**src/sv/nv12_to_rgb_converter_assert.svh**
```systemverilog
// ---------------------------------------------------------------------------
// NV12 to RGB converter assertion macros
// Concurrent assertion wrappers clocked on clk and disabled while rst_n is
// low. They compile to nothing when SYNTHESIS is defined.
// ---------------------------------------------------------------------------
`ifndef NV12_TO_RGB_CONVERTER_ASSERT_SVH
`define NV12_TO_RGB_CONVERTER_ASSERT_SVH
`ifndef SYNTHESIS
// Same-cycle implication.
`define N2R_ASSERT_IMP(lbl, ante, cons, msg) \
  lbl: assert property (@(posedge clk) disable iff (!rst_n) (ante) |-> (cons)) \
    else $error(msg);
// Next-cycle implication.
`define N2R_ASSERT_NXT(lbl, ante, cons, msg) \
  lbl: assert property (@(posedge clk) disable iff (!rst_n) (ante) |=> (cons)) \
    else $error(msg);
`else
`define N2R_ASSERT_IMP(lbl, ante, cons, msg)
`define N2R_ASSERT_NXT(lbl, ante, cons, msg)
`endif
`endif

```
**src/sv/n2r_pkg.sv**
```systemverilog
// ---------------------------------------------------------------------------
// NV12 to RGB converter package
// Payload types, format codes and BT.601 limited-range coefficients.
// ---------------------------------------------------------------------------
`default_nettype none

package n2r_pkg;

  // Sample and pixel widths.
  localparam int unsigned SAMPLE_W = 8;
  localparam int unsigned PIXEL_W  = 24;
  localparam int unsigned LANES    = 4;

  // Width of the signed intermediate sums; holds -70688..136882.
  localparam int unsigned SUM_W = 19;

  // Coefficients and offsets.
  localparam logic signed [SUM_W-1:0] C_Y      = SUM_W'(298);
  localparam logic signed [SUM_W-1:0] C_R_V    = SUM_W'(409);
  localparam logic signed [SUM_W-1:0] C_G_U    = SUM_W'(100);
  localparam logic signed [SUM_W-1:0] C_G_V    = SUM_W'(208);
  localparam logic signed [SUM_W-1:0] C_B_U    = SUM_W'(516);
  localparam logic signed [SUM_W-1:0] ROUND    = SUM_W'(128);
  localparam logic signed [SUM_W-1:0] Y_OFFSET = SUM_W'(16);
  localparam logic signed [SAMPLE_W:0] C_OFFSET = (SAMPLE_W+1)'(128);

  // Output format codes.
  typedef enum logic {
    FMT_RGB888 = 1'b0,
    FMT_RGB565 = 1'b1
  } out_fmt_t;

  // One input transfer: a 2x2 block with its shared chroma pair.
  typedef struct packed {
    logic [SAMPLE_W-1:0] luma_top_left;
    logic [SAMPLE_W-1:0] luma_top_right;
    logic [SAMPLE_W-1:0] luma_bottom_left;
    logic [SAMPLE_W-1:0] luma_bottom_right;
    logic [SAMPLE_W-1:0] chroma_u;
    logic [SAMPLE_W-1:0] chroma_v;
    logic [LANES-1:0]    lane_valid;
  } in_item_t;

  // One result transfer: four packed pixels and the valid mask.
  typedef struct packed {
    logic [PIXEL_W-1:0] pixel_top_left;
    logic [PIXEL_W-1:0] pixel_top_right;
    logic [PIXEL_W-1:0] pixel_bottom_left;
    logic [PIXEL_W-1:0] pixel_bottom_right;
    logic [LANES-1:0]   pixel_valid;
  } out_item_t;

  // Chroma contributions shared by all four lanes.
  typedef struct packed {
    logic signed [SUM_W-1:0] r_term;
    logic signed [SUM_W-1:0] g_term;
    logic signed [SUM_W-1:0] b_term;
  } chroma_terms_t;

endpackage

`default_nettype wire

```
**src/sv/n2r_lane.sv**
```systemverilog
// ---------------------------------------------------------------------------
// NV12 to RGB converter pixel lane
// Converts one luma sample plus the shared chroma terms into a clamped,
// packed RGB888 or RGB565 pixel. Purely combinational.
// ---------------------------------------------------------------------------
`default_nettype none

module n2r_lane
  import n2r_pkg::*;
(
  input  wire logic [SAMPLE_W-1:0] luma,
  input  wire chroma_terms_t       terms,
  input  wire out_fmt_t            fmt,
  input  wire logic                lane_en,
  output logic [PIXEL_W-1:0]       pixel
);

  // Clamp a sum to 0..255 after dropping the eight fraction bits.
  function automatic logic [7:0] sat_channel(input logic signed [SUM_W-1:0] s);
    logic [7:0] v;
    if (s[SUM_W-1]) begin
      v = 8'h00;
    end else if (|s[SUM_W-2:16]) begin
      v = 8'hFF;
    end else begin
      v = s[15:8];
    end
    return v;
  endfunction

  logic signed [SUM_W-1:0] luma_c;
  logic signed [SUM_W-1:0] base;
  logic [7:0]              red;
  logic [7:0]              green;
  logic [7:0]              blue;

  // Scaled luma with the rounding constant folded in.
  assign luma_c = signed'(SUM_W'(luma)) - Y_OFFSET;
  assign base   = luma_c * C_Y + ROUND;

  // Per-channel sums and clamping.
  assign red   = sat_channel(base + terms.r_term);
  assign green = sat_channel(base + terms.g_term);
  assign blue  = sat_channel(base + terms.b_term);

  // Pack into the selected format; an absent pixel reads as zero.
  always_comb begin
    pixel = '0;
    if (lane_en) begin
      case (fmt)
        FMT_RGB888: pixel = {red, green, blue};
        FMT_RGB565: pixel = {8'h00, red[7:3], green[7:2], blue[7:3]};
        default:    pixel = '0;
      endcase
    end
  end

endmodule

`default_nettype wire

```
**src/sv/nv12_to_rgb_converter.sv**
```systemverilog
// ---------------------------------------------------------------------------
// NV12 to RGB converter
// Converts one NV12 2x2 block per clock to RGB888 or RGB565 pixels using
// BT.601 limited-range integer math.
// ---------------------------------------------------------------------------
// Usage:
//   Input: a transfer happens at a rising edge with start high and busy low.
//   busy is high only for the first cycle after reset, so a block can be
//   offered in every cycle.
//   Output: out_valid is high for exactly one cycle with the result on
//   out_data; the receiver must take it in that cycle.
//   Path: the result of an accepted block passes the input register, then
//   the result register, before out_valid strobes it.
//   Throughput: one block per clock while busy is low, through the two
//   register stages; the four lanes run in parallel.
//   Configuration: cfg_wr_en writes cfg_wr_data into the output format
//   register (0 RGB888, 1 RGB565). Write it only while no block is in
//   flight.
//   Reset: rst_n low clears the valid flags of both stages and sets RGB888. Blocks in flight
//   are dropped. The receiver cannot stall, so there is no back-pressure.
// ---------------------------------------------------------------------------
`default_nettype none

`include "nv12_to_rgb_converter_assert.svh"

module nv12_to_rgb_converter
  import n2r_pkg::*;
(
  input  wire logic     clk,
  input  wire logic     rst_n,
  // Input channel
  input  wire logic     start,
  output logic          busy,
  input  wire in_item_t in_data,
  // Result channel
  output logic          out_valid,
  output out_item_t     out_data,
  // Configuration
  input  wire logic     cfg_wr_en,
  input  wire logic     cfg_wr_data
);

  logic          busy_r;
  out_fmt_t      fmt_r;
  logic          in_valid_r;
  in_item_t      in_r;
  logic          out_valid_r;
  out_item_t     out_r;
  out_item_t     out_nxt;
  chroma_terms_t terms;
  logic signed [SAMPLE_W:0] d_s;
  logic signed [SAMPLE_W:0] e_s;
  logic signed [SUM_W-1:0]  d_ext;
  logic signed [SUM_W-1:0]  e_ext;
  logic [SAMPLE_W-1:0]      lane_luma [LANES];
  logic [PIXEL_W-1:0]       lane_pixel [LANES];
  logic                     in_fire;

  assign in_fire = start && !busy_r;
  assign busy    = busy_r;

  // Hold off input for the cycle after reset.
  always_ff @(posedge clk) begin
    if (!rst_n) begin
      busy_r <= 1'b1;
    end else begin
      busy_r <= 1'b0;
    end
  end

  // Output format register.
  always_ff @(posedge clk) begin
    if (!rst_n) begin
      fmt_r <= FMT_RGB888;
    end else if (cfg_wr_en) begin
      fmt_r <= out_fmt_t'(cfg_wr_data);
    end
  end

  // Input register stage.
  always_ff @(posedge clk) begin
    if (!rst_n) begin
      in_valid_r <= 1'b0;
    end else begin
      in_valid_r <= in_fire;
    end
  end

  always_ff @(posedge clk) begin
    if (in_fire) begin
      in_r <= in_data;
    end
  end

  // Shared chroma terms, computed once for all four lanes.
  assign d_s   = signed'({1'b0, in_r.chroma_u}) - C_OFFSET;
  assign e_s   = signed'({1'b0, in_r.chroma_v}) - C_OFFSET;
  assign d_ext = SUM_W'(d_s);
  assign e_ext = SUM_W'(e_s);

  assign terms.r_term = e_ext * C_R_V;
  assign terms.g_term = -(d_ext * C_G_U) - (e_ext * C_G_V);
  assign terms.b_term = d_ext * C_B_U;

  // Pixel lanes.
  assign lane_luma[0] = in_r.luma_top_left;
  assign lane_luma[1] = in_r.luma_top_right;
  assign lane_luma[2] = in_r.luma_bottom_left;
  assign lane_luma[3] = in_r.luma_bottom_right;

  for (genvar k = 0; k < LANES; k++) begin : g_lane
    n2r_lane u_lane (
      .luma    (lane_luma[k]),
      .terms   (terms),
      .fmt     (fmt_r),
      .lane_en (in_r.lane_valid[k]),
      .pixel   (lane_pixel[k])
    );
  end

  // Assemble the result.
  always_comb begin
    out_nxt.pixel_top_left     = lane_pixel[0];
    out_nxt.pixel_top_right    = lane_pixel[1];
    out_nxt.pixel_bottom_left  = lane_pixel[2];
    out_nxt.pixel_bottom_right = lane_pixel[3];
    out_nxt.pixel_valid        = in_r.lane_valid;
  end

  // Result register stage.
  always_ff @(posedge clk) begin
    if (!rst_n) begin
      out_valid_r <= 1'b0;
    end else begin
      out_valid_r <= in_valid_r;
    end
  end

  always_ff @(posedge clk) begin
    if (in_valid_r) begin
      out_r <= out_nxt;
    end
  end

  assign out_valid = out_valid_r;
  assign out_data  = out_r;

  // Every accepted block is strobed out after passing both register stages.
  `N2R_ASSERT_NXT(a_accept_to_result, in_fire, ##1 out_valid, "accepted block lost")
  // No result appears without a matching accepted block.
  `N2R_ASSERT_IMP(a_no_spurious, out_valid, $past(in_fire, 2), "result without block")
  // The valid mask travels unchanged with its block.
  `N2R_ASSERT_IMP(a_mask_copy, out_valid, out_data.pixel_valid == $past(in_data.lane_valid, 2), "valid mask corrupted")
  // Absent pixels read as zero.
  `N2R_ASSERT_IMP(a_zero_lanes, out_valid, (out_data.pixel_valid[0] || out_data.pixel_top_left == '0) && (out_data.pixel_valid[1] || out_data.pixel_top_right == '0) && (out_data.pixel_valid[2] || out_data.pixel_bottom_left == '0) && (out_data.pixel_valid[3] || out_data.pixel_bottom_right == '0), "absent pixel not zero")

endmodule

`default_nettype wire
```
**config.mk**
```make
export PLATFORM = sky130hd
export DESIGN_NAME = nv12_to_rgb_converter
export DESIGN_NICKNAME = d
export VERILOG_FILES = /design/src/sv/n2r_pkg.sv /design/src/sv/n2r_lane.sv /design/src/sv/nv12_to_rgb_converter.sv
export VERILOG_INCLUDE_DIRS = /design/src /design/src/sv
export SDC_FILE = /design/constraint.sdc
export NUM_CORES = 1
export LEC_CHECK = 0
export ABC_AREA = 1
export BUFFER_PORTS_ARGS = -buffer_cell sky130_fd_sc_hd__buf_2
export CORE_ASPECT_RATIO = 1.4
export CORE_UTILIZATION = 60
export DETAILED_ROUTE_END_ITERATION = 12
export PLACE_DENSITY = 0.85
export SETUP_SLACK_MARGIN = 0.5
export SLEW_MARGIN = 30
export SYNTH_ARGS = -nofsm -noshare
export SYNTH_HDL_FRONTEND = slang
export SYNTH_HIERARCHICAL = 1
export SYNTH_SLANG_ARGS = --single-unit
```
**constraint.sdc**
```tcl
create_clock -name clk -period 7.3 [get_ports clk]
set_input_delay 1.46 -clock clk [delete_from_list [all_inputs] [get_ports clk]]
set_output_delay 1.46 -clock clk [all_outputs]
set_load 0.02 [all_outputs]
```
* Word level (Yosys, flattened, before mapping)
Index checks and enable logic that the tools add are counted.
Word-level totals: flip-flop bits (word level) 156
Cells by class: add/subtract/negate cells 24, multiplexer cells 29, multipliers 8, bitwise logic cells 1, reductions and logical operators 14
Operators with widths (count):
- 19-bit adder | 12
- 8-bit two-way mux | 24
- 24-bit one-hot mux with 2 select lines | 4
- 19-bit by 9-bit adder with 19-bit output, second input constant | 4
- 19-bit by 9-bit multiplier with 18-bit output, second input constant | 4
- 8-bit by 5-bit subtractor with 9-bit output, second input constant | 4
- 2-bit OR reduction | 12
- 9-bit by 10-bit multiplier with 19-bit output, second input constant | 1
- 17-bit negator with 19-bit output | 1
- 19-bit by 18-bit subtractor with 19-bit output | 1
- 8-bit by 8-bit subtractor with 9-bit output, second input constant | 2
- 9-bit by 9-bit multiplier with 17-bit output, second input constant | 1
- 9-bit by 6-bit multiplier with 15-bit output, second input constant | 1
- 9-bit by 5-bit multiplier with 14-bit output, second input constant | 1
- 1-bit logical AND | 1
- 1-bit logical NOT | 1
- 1-bit two-way mux | 1
- 1-bit inverter | 1

* Longest topological paths before layout
word-level depth 9, depth in mapped cells 38, mapped depth without buffers 37

* Modules after synthesis
The synthesis kept the hierarchy.
By module, submodules not included:
- n2r_lane at g_lane[2].u_lane ... | area an instance 4535.6 µm², times used 2, cells an instance 728
- nv12_to_rgb_converter | area an instance 9052.4 µm², times used 1, cells an instance 767
- n2r_lane at g_lane[1].u_lane | area an instance 4479.3 µm², times used 1, cells an instance 736
- n2r_lane at g_lane[0].u_lane | area an instance 4249.1 µm², times used 1, cells an instance 683

* Worst setup path before layout
No wires, ideal clock.
path kind register -> register, start point register in_r[40] (netlist bit), end point register out_r (netlist bit out_data[59]), data pin, setup slack 1.372 ns, path buffers 1, stages on the path, launching flop included 33, period minus slack after synthesis 5.928 ns, library setup time 0.259 ns, arrival 5.668 ns, cells stage by stage edfxtp_1 inv_1 ha_1 nand3_2 inv_1 ha_1 ha_1 inv_1 fa_1 fa_1 inv_1 ha_1 nand2_1 nand2_1 a21oi_1 nand2_1 nand2_1 nand2_1 nor2_4 nand2_2 xor2_1 ha_1 a21o_1 a21oi_1 nor2_1 a211oi_1 nand2_1 a21oi_1 nand3_2 and2_4 buf_6 nand3_1 o21ai_1
On the way: cells in the longest elaborated chain, start to end 8, elaborated cells on any way between the ends 12, classes of those cells add/sub (4); mul (1); mux (5); reduce/logical (2)
Ends and longest elaborated chain:
- start, declared | line nv12_to_rgb_converter.sv:46 | in_item_t in_r;
- start signal, assigned | line nv12_to_rgb_converter.sv:91 | in_r <= in_data;
- 8-bit by 5-bit subtractor with 9-bit output (*) | line n2r_lane.sv:38 | assign luma_c = signed'(SUM_W'(luma)) - Y_OFFSET;
- 19-bit by 9-bit multiplier with 18-bit output (*) | line n2r_lane.sv:39 | assign base = luma_c * C_Y + ROUND;
- 19-bit by 9-bit adder with 19-bit output (*) | line n2r_lane.sv:39
- 19-bit adder (on tied branches) | line n2r_lane.sv:43, n2r_lane.sv:44
- 2-bit OR reduction | line n2r_lane.sv:23 | end else if (|s[SUM_W-2:16]) begin
- 8-bit two-way mux | line n2r_lane.sv:23
- 8-bit two-way mux | line n2r_lane.sv:21 | if (s[SUM_W-1]) begin
- 24-bit one-hot mux with 2 select lines (*) | line n2r_lane.sv:50 | case (fmt)
- end signal, assigned | line nv12_to_rgb_converter.sv:141 | out_r <= out_nxt;
- end, declared | line nv12_to_rgb_converter.sv:48 | out_item_t out_r;
Every way passes the cells marked *; elsewhere a longest branch is shown, timed or not. A chain may end at the register's enable or synchronous reset.

==> results.md <==
- Outcome: complete, no violations
- CTS root buf: clkbuf_16
- Most frequent cells in the layout: 810 x nand2_1, 526 x inv_1, 508 x ha_1
- Dpl hpwl: 61360 um
- Fraction of final layout cells sized beyond drive strength 1: 0.1243
- Cell depth of the worst flop-to-flop path: 30
- Least-Margin Pin Slew: 1.133 ns
- CP max FO: 14
- Most common cell after layout, fill and taps aside: nand2_1
- Clock sinks: 156
- DR vias/cell: 5.746
- Die width: 180.8 um
- Setup CP Type: flip-flop to flip-flop
- Drt pass-1 iters: 6
- DRT iter0 DRCs: 1749
- Die Span Y: 252.3 um
- Final wirelength: about 75000 um
- Max clock buf depth: 2
- # setup viols final: 0
- Slew HR: 0.2421
- PortBufs: 158
- Reg2Reg Setup Slack: 0.84 ns
- Clock-pin slew on the worst setup and hold paths: 0.08 ns
- Max cap viols: 0
- H-tree levels: 4
- Largest net degree at the start of global routing: 53
- RSZ-0062 raised after global routing: true
- First-pass GRT wire length: 118500 um
- Crit Reg-Reg Endpoint: out_data[60]$_DFFE_PP_
- Nets: 4495
- Netlist Area Pre-Place: between 0.02 and 0.03 mm^2
- WP data arrival: about 6.7 ns
- Slowest cell on crit path: edfxtp_1
- Placement row count: 91
- Achievable frequency: between 0.15 and 0.2 GHz
- Antenna-violating nets left: 0
- Vias in the first global route: between 20k and 25k
- Tot GR Track Use: 0.3275
- Worst-skew pair later-pin latency: 0.49 ns
- Initial core utilization: 0.6094
- P&R area growth vs syn: 9.832%
- Total gr overflow: 0
- Hold Buf Count CTS: 0
- Critical path startpoint category: flip-flop
- Initial antenna violation count: 0
- FF+latch count, synth: between 150 and 200
- Hold path cells: 0
- Worst hold endpoint: out_data[0]$_DFFE_PP_
- DR DRC count: 0
- Sequential-to-total area share from yosys stat: 0.1730
- CP Capture Type: flip-flop
- RR Startpoint: in_r[13]$_DFFE_PP_
- Most frequent CP cell: nand2_1
- Avg Synthesized Cell Area: 7.373 um^2
- Top_reg_cell synth: edfxtp_1
- Synth unique cells: 53
- Filler cells: 3742
- Clock Skews: 0.01307 ns
- Diode count: 0
- CTS tree: done
- Routability cong.: 1.031
- Worst path required time: 7.53 ns
- Tmin final: 6.460 ns
- Ports: approximately 160
- Core box area: about 0.044 mm^2
- EDFF count, synth: 152
- Count of warnings emitted by yosys: 6
- Setup_tns: 0 ns
- Worst Hold Launch: in_r[0]$_DFFE_PP_
- Hold Crit Class: flip-flop to flip-flop
- CP max stage delay: around 0.48 ns
- Post-route clock period utilization: 0.8849
- Synth Instances: around 3.6k
- Max Slew Vio Count: 0
- Die footprint: 0.04562 mm^2
- Final hold violation count: 0
- Routed vias: 25.39k
- CTS Buf Count: 17
- Wire per inst: around 17 um
- Async S/R FF share, synth: 0
[worst max-delay path, delay by kind of cell, from the launching register on]
| family | cells | cell delay [ns] |
|---|---|---|
| compound gates | 4 | 0.64 |
| buf+inv | 2 | 0.33 |
| simple gates | 16 | 1.88 |
| fa+ha+maj | 8 | 2.85 |
| flops | 1 | 0.48 |
[what timing repair did]
item / in CTS / in global routing
pin swaps: 0 / 8
resized for setup: 6 / 67
endpoints found under the hold margin: 0 / 0
setup endpoints to repair: 13 / 96
buffers inserted: 0 / 15
[cells by family after synthesis]
group / after synthesis / synth area share
other cells: 1 / 0.0001397
fa+ha+maj: 590 / 0.2950
flops: 156 / 0.1730
xor+xnor: 194 / 0.06328
simple gates: 1680 / 0.2910
mux: 2 / 0.0007456
buf+inv: 575 / 0.08364
compound gates: 444 / 0.09319
[layer usage]
layer,global-route usage,wire length (um),vias up
met1,0.3981,29960,11490
met4,0.2034,4555,0
li1,-,-,12650
met3,0.03602,5406,239
met2,0.5547,34660,1013
met5,0,0,-
[flip-flops by register name, summed over array words and instances (netlist names)]
register    cells
in_r           52
out_valid       1
busy            1
fmt_r           1
in_valid_r      1
out_data      100
[stage by stage]
| step | hold WS [ns] | utilization | setup WS (ns) | instance area (um^2) | std cells |
|---|---|---|---|---|---|
| after detailed placement | 0.4712 | 0.6452 | 0.4630 | 28430 | 4372 |
| after floorplan | 0.4503 | - | 1.372 | 26880 | 3649 |
| after CTS | 0.5024 | 0.6595 | 0.5104 | 29060 | 4404 |
| after global placement | 0.4844 | 0.6447 | 0.5616 | 28410 | 4372 |
| final | 0.5008 | 0.6693 | 0.8403 | 29490 | 4419 |
| after global routing | 0.5121 | 0.6693 | 0.3934 | 29490 | 4419 |
[Yosys cell counts, types with 55 or more instances]
library cell | n | share of area
ha_1 | 518 | 0.24
nor2_1 | 210 | 0.029
xnor2_1 | 90 | 0.029
nand3_1 | 377 | 0.070
nand2_1 | 811 | 0.11
o21ai_0 | 97 | 0.018
fa_1 | 72 | 0.054
xor2_1 | 104 | 0.034
edfxtp_1 | 152 | 0.17
nand4_1 | 80 | 0.019
nand2_2 | 55 | 0.013
a21oi_1 | 227 | 0.042
inv_1 | 539 | 0.075
[worst max-delay path by stage]
stage,from,endpoint,depth (start not counted)
floorplan,in_r[40]$_DFFE_PP_,out_data[59]$_DFFE_PP_,32
global placement,in_r[48]$_DFFE_PP_,out_data[84]$_DFFE_PP_,32
detailed placement,in_r[40]$_DFFE_PP_,out_data[58]$_DFFE_PP_,32
CTS,in_r[32]$_DFFE_PP_,out_data[34]$_DFFE_PP_,32
global route,in_r[24]$_DFFE_PP_,out_data[20]$_DFFE_PP_,32
finish,in_r[13]$_DFFE_PP_,out_data[60]$_DFFE_PP_,30
[layout make-up]
type                            count  area, um^2  area share
Multi-Input combinational cell   2918       20370      0.6908
Sequential cell                   156        4648      0.1576
Inverter                          560        2113     0.07166
Timing Repair Buffer              195        1069     0.03623
Tap cell                          558       698.2     0.02367
Clock buffer                       18       439.2     0.01489
Clock inverter                     14       152.6    0.005176
Power is left out: the tool's default activity adds up to more than one toggle a clock period on the data nets, which glitch-free logic cannot reach.
